## src/rtl/integer_to_radix_digits_defines.svh

```systemverilog
// Assertion macros for the radix digit converter.
`ifndef INTEGER_TO_RADIX_DIGITS_DEFINES_SVH
`define INTEGER_TO_RADIX_DIGITS_DEFINES_SVH

// Property holds in the same cycle.
`define ITRD_ASSERT(label, prop, msg) \
   label: assert property (@(posedge clock) disable iff (reset) (prop)) else $error(msg);

// Condition implies property in the next cycle.
`define ITRD_ASSERT_NEXT(label, cond, prop, msg) \
   label: assert property (@(posedge clock) disable iff (reset) (cond) |=> (prop)) \
      else $error(msg);

`endif

```

## src/rtl/itrd_pkg.sv

```systemverilog
// Shared types, constants and the digit-to-ASCII mapping.
package itrd_pkg;

   localparam int ValueWidth = 64;
   localparam int BaseWidth  = 6;
   localparam int DigitWidth = 6;
   localparam int CharWidth  = 7;

   localparam logic [BaseWidth-1:0]  BaseMin   = 6'd2;
   localparam logic [BaseWidth-1:0]  BaseMax   = 6'd36;
   localparam logic [BaseWidth-1:0]  BaseReset = 6'd10;
   localparam logic [DigitWidth-1:0] DigitMax  = 6'd35;
   localparam logic [DigitWidth-1:0] DecLimit  = 6'd10;
   localparam logic [CharWidth-1:0]  CharZero  = 7'd48;
   localparam logic [CharWidth-1:0]  CharAlpha = 7'd55;

   typedef enum logic [2:0] {
      ST_IDLE,
      ST_DIV,
      ST_READ,
      ST_OUT
   } state_type;

   function automatic logic [CharWidth-1:0] digit_to_char(input logic [DigitWidth-1:0] d);
      logic [DigitWidth-1:0] ds;
      ds = (d > DigitMax) ? DigitMax : d;
      if (ds < DecLimit) begin
         return CharZero + CharWidth'(ds);
      end
      return CharAlpha + CharWidth'(ds);
   endfunction

endpackage

```

## src/rtl/itrd_ram.sv

```systemverilog
// Generic single-write, single-read RAM with registered read data.
module itrd_ram #(
   parameter int WIDTH = 6,
   parameter int DEPTH = 64
) (
   input  logic                     clock,
   input  logic                     wr_en,
   input  logic [$clog2(DEPTH)-1:0] wr_addr,
   input  logic [WIDTH-1:0]         wr_data,
   input  logic                     rd_en,
   input  logic [$clog2(DEPTH)-1:0] rd_addr,
   output logic [WIDTH-1:0]         rd_data
);

   logic [WIDTH-1:0] mem_ff [DEPTH];
   logic [WIDTH-1:0] rd_data_ff;

   always_ff @(posedge clock) begin
      if (wr_en) begin
         mem_ff[wr_addr] <= wr_data;
      end
      if (rd_en) begin
         rd_data_ff <= mem_ff[rd_addr];
      end
   end

   assign rd_data = rd_data_ff;

endmodule

```

## src/rtl/integer_to_radix_digits.sv

```systemverilog
// Top level: unsigned integer to ASCII digits in a base from 2 to 36.
// Converts one value at a time. A restoring divider that retires one quotient bit per cycle
// divides the running quotient by the base; each digit's remainder goes into a digit RAM,
// least significant first. The digits are then read back most significant first, each
// with a RAM read and then an output transfer that waits for rsp_ready. An item has 1 to
// MAX_DIGITS digits. req_ready is low from the transfer of a value until its last digit is
// taken. Zero yields a single '0'. Values that need more than MAX_DIGITS digits keep only
// the low ones. The base register saturates writes to the range 2 to 36 and resets to 10.
module integer_to_radix_digits
   import itrd_pkg::*;
#(
   parameter int VALUE_BITS = 64,
   parameter int MAX_DIGITS = 64
) (
   input  logic                  clock,
   input  logic                  reset,
   input  logic                  csr_valid,
   output logic                  csr_ready,
   input  logic [BaseWidth-1:0]  csr_wdata,
   input  logic                  req_valid,
   output logic                  req_ready,
   input  logic [ValueWidth-1:0] req_value,
   output logic                  rsp_valid,
   input  logic                  rsp_ready,
   output logic [CharWidth-1:0]  rsp_digit_char,
   output logic                  rsp_last
);

`include "integer_to_radix_digits_defines.svh"

   localparam int BitCntWidth = $clog2(VALUE_BITS);
   localparam int CntWidth    = $clog2(MAX_DIGITS + 1);
   localparam int AddrWidth   = $clog2(MAX_DIGITS);

   state_type                 state_ff, state_in;
   logic [BaseWidth-1:0]      base_ff, base_in;
   logic [VALUE_BITS-1:0]     quot_ff, quot_in;
   logic [DigitWidth-1:0]     rem_ff, rem_in;
   logic [BitCntWidth-1:0]    bit_cnt_ff, bit_cnt_in;
   logic [CntWidth-1:0]       cnt_ff, cnt_in;

   logic [DigitWidth:0]       partial;
   logic                      ge;
   logic [DigitWidth-1:0]     rem_step;
   logic [VALUE_BITS-1:0]     quot_step;
   logic [CntWidth-1:0]       cnt_inc;
   logic                      digit_done;
   logic                      more_digits;
   logic                      ram_wr_en;
   logic                      ram_rd_en;
   logic [AddrWidth-1:0]      ram_rd_addr;
   logic [DigitWidth-1:0]     ram_rd_data;
   logic                      last_xfer;

   // Saturating base register.
   always_comb begin
      base_in = base_ff;
      if (csr_valid && csr_ready) begin
         priority if (csr_wdata < BaseMin) begin
            base_in = BaseMin;
         end else if (csr_wdata > BaseMax) begin
            base_in = BaseMax;
         end else begin
            base_in = csr_wdata;
         end
      end
   end

   // One restoring division step.
   assign partial     = {rem_ff, quot_ff[VALUE_BITS-1]};
   assign ge          = (partial >= {1'b0, base_ff});
   assign rem_step    = ge ? DigitWidth'(partial - {1'b0, base_ff}) : DigitWidth'(partial);
   assign quot_step   = {quot_ff[VALUE_BITS-2:0], ge};
   assign cnt_inc     = cnt_ff + 1'b1;
   assign digit_done  = (bit_cnt_ff == '0);
   assign more_digits = (quot_step != '0) && (cnt_inc < CntWidth'(MAX_DIGITS));

   // Next state.
   always_comb begin
      state_in = state_ff;
      unique case (state_ff)
         ST_IDLE: begin
            if (req_valid) begin
               state_in = ST_DIV;
            end
         end
         ST_DIV: begin
            if (digit_done && !more_digits) begin
               state_in = ST_READ;
            end
         end
         ST_READ: begin
            state_in = ST_OUT;
         end
         ST_OUT: begin
            if (rsp_ready) begin
               state_in = (cnt_ff == CntWidth'(1)) ? ST_IDLE : ST_READ;
            end
         end
         default: begin
            state_in = ST_IDLE;
         end
      endcase
   end

   // Outputs and datapath control.
   always_comb begin
      req_ready  = 1'b0;
      rsp_valid  = 1'b0;
      ram_wr_en  = 1'b0;
      ram_rd_en  = 1'b0;
      quot_in    = quot_ff;
      rem_in     = rem_ff;
      bit_cnt_in = bit_cnt_ff;
      cnt_in     = cnt_ff;
      unique case (state_ff)
         ST_IDLE: begin
            req_ready  = !reset;
            quot_in    = req_value[VALUE_BITS-1:0];
            rem_in     = '0;
            bit_cnt_in = BitCntWidth'(VALUE_BITS - 1);
            cnt_in     = '0;
         end
         ST_DIV: begin
            quot_in    = quot_step;
            rem_in     = rem_step;
            bit_cnt_in = bit_cnt_ff - 1'b1;
            if (digit_done) begin
               ram_wr_en  = 1'b1;
               cnt_in     = cnt_inc;
               rem_in     = '0;
               bit_cnt_in = BitCntWidth'(VALUE_BITS - 1);
            end
         end
         ST_READ: begin
            ram_rd_en = 1'b1;
         end
         ST_OUT: begin
            rsp_valid = 1'b1;
            if (rsp_ready) begin
               cnt_in = cnt_ff - 1'b1;
            end
         end
         default: begin
         end
      endcase
   end

   assign csr_ready      = !reset;
   assign ram_rd_addr    = AddrWidth'(cnt_ff - 1'b1);
   assign rsp_digit_char = digit_to_char(ram_rd_data);
   assign rsp_last       = (cnt_ff == CntWidth'(1));
   assign last_xfer      = rsp_valid && rsp_ready && rsp_last;

   always_ff @(posedge clock) begin
      if (reset) begin
         state_ff <= ST_IDLE;
         base_ff  <= BaseReset;
         cnt_ff   <= '0;
      end else begin
         state_ff <= state_in;
         base_ff  <= base_in;
         cnt_ff   <= cnt_in;
      end
   end

   always_ff @(posedge clock) begin
      quot_ff    <= quot_in;
      rem_ff     <= rem_in;
      bit_cnt_ff <= bit_cnt_in;
   end

   itrd_ram #(
      .WIDTH (DigitWidth),
      .DEPTH (MAX_DIGITS)
   ) u_digit_ram (
      .clock   (clock),
      .wr_en   (ram_wr_en),
      .wr_addr (cnt_ff[AddrWidth-1:0]),
      .wr_data (rem_step),
      .rd_en   (ram_rd_en),
      .rd_addr (ram_rd_addr),
      .rd_data (ram_rd_data)
   );

   `ITRD_ASSERT(a_busy_not_ready, !(rsp_valid && req_ready), "result pending while ready")
   `ITRD_ASSERT(a_cnt_bound, cnt_ff <= CntWidth'(MAX_DIGITS), "digit count overflow")
   `ITRD_ASSERT(a_out_has_digit, !(state_ff == ST_OUT) || (cnt_ff != '0), "output with no digit")
   `ITRD_ASSERT(a_base_range, (base_ff >= BaseMin) && (base_ff <= BaseMax), "base out of range")
   `ITRD_ASSERT_NEXT(a_last_ends, last_xfer, state_ff == ST_IDLE, "no idle after last")

endmodule
```

## config.mk

```make
export PLATFORM = sky130hd
export DESIGN_NAME = integer_to_radix_digits
export DESIGN_NICKNAME = d
export VERILOG_FILES = /design/src/rtl/itrd_pkg.sv /design/src/rtl/itrd_ram.sv /design/src/rtl/integer_to_radix_digits.sv
export VERILOG_INCLUDE_DIRS = /design/src /design/src/rtl
export SDC_FILE = /design/constraint.sdc
export NUM_CORES = 1
export LEC_CHECK = 0
export ABC_CLOCK_PERIOD_IN_PS = 6200
export BUFFER_PORTS_ARGS = -buffer_cell sky130_fd_sc_hd__buf_2
export CORE_MARGIN = 2
export CORE_UTILIZATION = 30
export DETAILED_ROUTE_END_ITERATION = 7
export MAX_ROUTING_LAYER = met4
export SYNTH_ARGS = -nofsm -noshare
export SYNTH_HDL_FRONTEND = slang
export SYNTH_SLANG_ARGS = --single-unit
```

## constraint.sdc

```tcl
create_clock -name clock -period 6.2 [get_ports clock]
set_input_delay 1.24 -clock clock [delete_from_list [all_inputs] [get_ports clock]]
set_output_delay 1.24 -clock clock [all_outputs]
set_load 0.05 [all_outputs]
```

# Yosys cells after proc, flatten, opt, wreduce, memory -nomap -nowiden
# Memories as Yosys holds them, arrays and structs flattened. A register that Yosys moved wholly into a read port is not among the register bits.
# Cells that the tools add are included.
[totals] wordCells=66 out_inout_bits=11 n_memories=1 mem_bits_rw=384 ff_bits=92
[memory_table] name="u_digit_ram.mem_ff" depth=64 word_bits=6 rd=1 rd_ports_with_merged_regs=1 wr=1 line_no="itrd_ram.sv:15" source="logic [WIDTH-1:0] mem_ff [DEPTH];"
[op_classes] n_reduce_logical=12 add_sub_neg=6 order_cmp=6 muxes=27 n_eq_ne=8
[op_table] cell="64-bit one-hot mux with 2 select lines" count=1
[op_table] cell="64-bit nonzero test" count=1
[op_table] cell="6-bit 2-to-1 mux" count=6
[op_table] cell="7-bit 2-to-1 mux" count=4
[op_table] cell="6-bit one-hot mux with 2 select lines" count=2
[op_table] cell="7-bit one-hot mux with 3 select lines" count=1
[op_table] cell="6-bit by 6-bit adder with 7-bit output, first input constant" count=2
[op_table] cell="6-bit greater-than comparator, second input constant" count=2
[op_table] cell="3-bit one-hot mux with 4 select lines" count=1
[op_table] cell="3-bit 2-to-1 mux" count=3
[op_table] cell="1-bit 2-to-1 mux" count=8
[op_table] cell="2-bit inequality test, second input constant" count=4
[op_table] cell="7-bit by 1-bit adder with 7-bit output, second input constant" count=1
[op_table] cell="7-bit by 1-bit equality test with 1-bit output, second input constant" count=1
[op_table] cell="7-bit by 6-bit greater-or-equal comparator with 1-bit output" count=1
[op_table] cell="7-bit less-than comparator, second input constant" count=1
[op_table] cell="7-bit by 1-bit subtractor with 7-bit output, second input constant" count=1
[op_table] cell="3-bit by 2-bit equality test with 1-bit output, second input constant" count=2
[op_table] cell="6-bit zero test" count=1
[op_table] cell="6-bit by 2-bit less-than comparator with 1-bit output, second input constant" count=1
[op_table] cell="6-bit by 4-bit less-than comparator with 1-bit output, second input constant" count=1
[op_table] cell="3-bit AND reduction" count=2
[op_table] cell="6-bit by 1-bit subtractor with 6-bit output, second input constant" count=1
[op_table] cell="6-bit subtractor" count=1
[op_table] cell="7 further kinds" count=10

# Depth between registers and ports, before layout
[logic_depth] depth_word=7 mapped_depth=13 depth_no_buf=8

# By module
# From an unflattened synthesis, not the netlist that was laid out.
[unflattened] cells_unflattened=1123 hier_area_um2=20120.5
[modules_own_cells] mod="itrd_ram" area_per_inst_um2=15285.9 cells_each=720 instances=1
[modules_own_cells] mod="integer_to_radix_digits" area_per_inst_um2=4834.6 cells_each=403 instances=1

# Least setup slack after synthesis
# OpenSTA, ideal clock, no wires.
[synth_path] kind="register -> register" startpoint="register rem_ff[3]" endpoint="memory u_digit_ram.mem_ff[0][5] (data pin)" t_arrival_ns=3.958 setup_ns=0.682 synth_period_minus_slack_ns=4.639 path_buffers=0 stages_incl_launch_ff=7 path_slack_ns=1.561 cell_sequence="edfxtp_1 ha_1 a21o_1 a211o_1 a41oi_2 nor4_1 nor3_1"
[synth_via] elab_chain_cells=2 word_cells_on_any_way=3
[synth_rtl] item="from (decl)" line_no="integer_to_radix_digits.sv:38" source="logic [DigitWidth-1:0] rem_ff, rem_in;"
[synth_rtl] item="from (signal assigned)" line_no="integer_to_radix_digits.sv:169" source="rem_ff <= rem_in;"
[synth_rtl] item="6-bit subtractor / 7-bit by 6-bit greater-or-equal comparator with 1-bit output (equally long branches)" line_no="integer_to_radix_digits.sv:72, integer_to_radix_digits.sv:71"
[synth_rtl] item="6-bit 2-to-1 mux *" line_no="integer_to_radix_digits.sv:72" source="assign rem_step = ge ? DigitWidth'(partial - {1'b0, base_ff}) : DigitWidth'(partial);"
[synth_rtl] item="named net rem_step[5]" line_no="integer_to_radix_digits.sv:44" source="logic [DigitWidth-1:0] rem_step;"
[synth_rtl] item="to (decl)" line_no="itrd_ram.sv:15"
# Mark *: on every way through the listed nets, which the timed path passes. The rest lies on a longest branch.

# Final worst setup path
[layout_path] startpoint="register u_digit_ram.rd_data_ff[3] (netlist: u_digit_ram.rd_data[3]) (read register of u_digit_ram.mem_ff)" endpoint="output port rsp_digit_char[4]"
[layout_via] elab_chain_cells=5 word_cells_on_any_way=8
[layout_rtl] item="from (decl)" line_no="itrd_ram.sv:16" source="logic [WIDTH-1:0] rd_data_ff;"
[layout_rtl] item="6-bit greater-than comparator" line_no="itrd_pkg.sv:26" source="ds = (d > DigitMax) ? DigitMax : d;"
[layout_rtl] item="6-bit 2-to-1 mux *" line_no="itrd_pkg.sv:26"
[layout_rtl] item="6-bit by 6-bit adder with 7-bit output / 6-bit by 4-bit less-than comparator with 1-bit output (equally long branches)" line_no="itrd_pkg.sv:28, itrd_pkg.sv:27"
[layout_rtl] item="7-bit 2-to-1 mux / 1-bit 2-to-1 mux (equally long branches)" line_no="itrd_pkg.sv:27" source="if (ds < DecLimit) begin"
[layout_rtl] item="7-bit 2-to-1 mux *" line_no="itrd_pkg.sv:30" source="return CharAlpha + CharWidth'(ds);"
[layout_rtl] item="to (decl)" line_no="integer_to_radix_digits.sv:25" source="output logic [CharWidth-1:0] rsp_digit_char,"
# Every way passes the cells marked *; elsewhere a longest branch is shown, timed or not. The select of a mux whose other input is x is not followed.

==> results.md <==
- Outcome: complete, no violations
- CTS tree: yes
- Top-area cell type share of the netlist area: 0.697
- Max_cap viols: 0
- Total GRT Usage: 0.134
- Total congestion overflow: 0
- Hpwl dp: 28700 um
- Required time worst endpoint: 4.96 ns
- Reg2reg setup slack: 2.53 ns
- Crit path max fanout: 9
- H-tree levels: 2
- WL/cell: 20.9 um
- Count leader, synth: edfxtp_1
- Top cells by area, synth: edfxtp_1 70%, mux4_2 11%, mux2_2 3.5%
- Slew of the pin with the lowest slew margin: 1.25 ns
- CP peak stage delay: 0.55 ns
- RR Startpoint: cnt_ff[0]$_SDFFE_PP0P_
- CTS resizes: 0
- Post-synth top area cell: edfxtp_1
- Synth Instances: 1179
- Core ar.: 0.0660 mm2
- Setup TNS: 0 ns
- Detailed-route via count: 10800
- Synthesized cell area: 0.0201 mm2
- Die area: 0.0690 mm2
- Layout cell share with drive strength beyond 1: 0.266
- Die Ht: 263 um
- Syn_area_per_cell: 17.0 um2
- DRC: 0
- Reg2reg end: u_digit_ram.rd_data[0]$_DFFE_PP_
- Fin crit share: 0.624
- VDD IR-drop max: 0.000403 V
- Hold_buf cts: 0
- Hold path start: base_ff[4]$_SDFFE_PP0P_
- PD cells: 526 mW/mm2
- Num rows: 94
- Final slew viol count: 0
- Leakage: 7.34 nW
- Post-route ant nets: 0
- Total Nets Final: 1355
- Dominant synthesized flop cell: edfxtp_1
- Initial DRC Count: 974
- Worst R2R Path Depth: 7
- F_max: 259 MHz
- Power, Total: 0.0122 W
- Routability cong.: 0.798
- Vias per cell: 4.97
- Async SR Flop Fraction: 0
- Filler cells: 6206
- Post-CTS Setup Bufs: 0
- Reg clk slew, reported paths: 0.06 ns
- Startpoint Class: register
- YS warnings: 0
- Initial Util: 0.304
- RSZ-0062 raised after global routing: false
- Hold Path End: base_ff[4]$_SDFFE_PP0P_
- Final setup violation count: 0
- Port bufs: 85
- Slowest cell on crit path: edfxtp_1
- Util after Layout: 0.350
- Initial antenna violation count: 6
- First-pass GRT wire length: 69400 um
- Worst Setup End Kind: output port
- FF+latch count, synth: 481
- Worst Hold Depth: 2
- Largest net degree at the start of global routing: 78
- Final wirelength: 45300 um
- Post-synth EDFFs: 466
- Root Buffer: clkbuf_16
- Number of global-route vias before repair: 11300
- Crit Path Class: register to output port
- Sequential cell area: 0.0143 mm2
- HP Class: register to register
- Multi-input gate area: 0.00554 mm2
- CP arrival: 2.63 ns
- Tmin final: 3.87 ns
- Rel. slew slack: 0.164
- Final Skew: 0.0287 ns
- Final Hold Viols: 0
- Die X: 263 um
- Total CTS buffers: 48
- I/O pin cnt: 86
- Sequential area share after synthesis: 0.712
- Area Overhead vs Synth: 15.0%
- Syn_nets: 1270
- Yosys cell types: 58
- Post-synth top cells: 466 x edfxtp_1, 115 x nand2_1, 96 x mux4_2
- Sink Count: 481
- DRT Pass-1 Iters: 5
- Clock Tree Buf Depth: 3
- CP cell instances: o31a_1 > nor2_1 > ha_1 > nor2b_1 > o21a_1 > o21ai_0 > buf_2
- Worst skew pair latency: 0.58 ns
-- cell families (layout without fill, tap and decap cells) --
group	after synthesis	in the layout	share of synthesized area
and+or+nand+nor	329	329	0.0753
DFF	481	481	0.712
other	0	6	0
AOI/OAI and AO/OA	79	79	0.0287
muxes	171	171	0.149
buffers and inverters	89	210	0.0190
adders and majority gates	16	16	0.0103
xor gates and xnor gates	14	14	0.00610
-- cells in the final DEF, fill, tap and decap left out, drive strengths merged, types with 11 or more instances in the layout --
cell    instances
edfxtp        466
nand2         115
buf           101
mux4           96
nor2           80
mux2           63
clkbuf         61
nand3          47
inv            25
nor4           24
o21ai          24
clkinv         18
nand4          17
dfxtp          15
ha             15
nor3           12
mux2i          12
a21oi          11
-- registers in the layout, indices dropped and copies added (netlist names) --
register	flops
u_digit_ram.mem_ff	384
quot_ff	64
cnt_ff	7
base_ff	6
bit_cnt_ff	6
rem_ff	6
u_digit_ram.rd_data	6
state_ff	2
-- critical path: cells and delay by family (launching register included) --
| kind | cells | cell delay (ns) |
|---|---|---|
| compound gates | 3 | 0.70 |
| simple gates | 2 | 0.26 |
| fa+ha+maj | 1 | 0.24 |
| flops | 1 | 0.55 |
| buf+inv | 1 | 0.29 |
-- worst max-delay path by stage --
stage	start	endpoint	slack, ns	cells after the start
global route	cnt_ff[0]$_SDFFE_PP0P_	u_digit_ram.rd_data[5]$_DFFE_PP_	2.15	7
CTS	u_digit_ram.rd_data[3]$_DFFE_PP_	rsp_digit_char[4]	2.29	7
detailed placement	cnt_ff[0]$_SDFFE_PP0P_	u_digit_ram.rd_data[0]$_DFFE_PP_	2.42	7
floorplan	rem_ff[3]$_SDFFCE_PP0P_	u_digit_ram.mem_ff[0][5]$_DFFE_PP_	1.56	6
finish	u_digit_ram.rd_data[3]$_DFFE_PP_	rsp_digit_char[4]	2.33	7
global placement	cnt_ff[0]$_SDFFE_PP0P_	u_digit_ram.rd_data[3]$_DFFE_PP_	2.42	7
-- metal layers --
metal / GRT usage / part of all wire / wire [um]
met1: 0.176 / 0.43 / 19600
met2: 0.215 / 0.48 / 21800
met3: 0.0264 / 0.070 / 3150
met4: 0.0308 / 0.017 / 748
met5: - / 0 / 0
-- per-stage QoR --
step / setup WS [ns] / instances / hold slack [ns] / cell area (um2)
2_1_floorplan: 1.56 / 1179 / 0.432 / 20100
3_3_place_gp: 2.42 / 2078 / 0.447 / 21500
3_5_place_dp: 2.42 / 2078 / 0.456 / 21500
4_1_cts: 2.29 / 2164 / 0.464 / 23100
5_1_grt: 2.15 / 2170 / 0.484 / 23100
6_report: 2.33 / 2170 / 0.467 / 23100
-- power by group --
part           internal, W  switching [W]  total (W)
Clock              0.00166        0.00121    0.00288
Combinational      0.00135        0.00284    0.00419
Sequential         0.00488       0.000222    0.00510
Total              0.00788        0.00428     0.0122
-- area by class of cell --
type                            count  share of cell area
Clock buffer                       61              0.0550
Timing Repair Buffer              101              0.0236
Sequential cell                   481               0.619
Inverter                           23             0.00374
Multi-Input combinational cell    609               0.240
Tap cell                          864              0.0468
Clock inverter                     25              0.0115
Antenna cell                        6            0.000650
No activity file was read; power rests on OpenSTA's default activity.
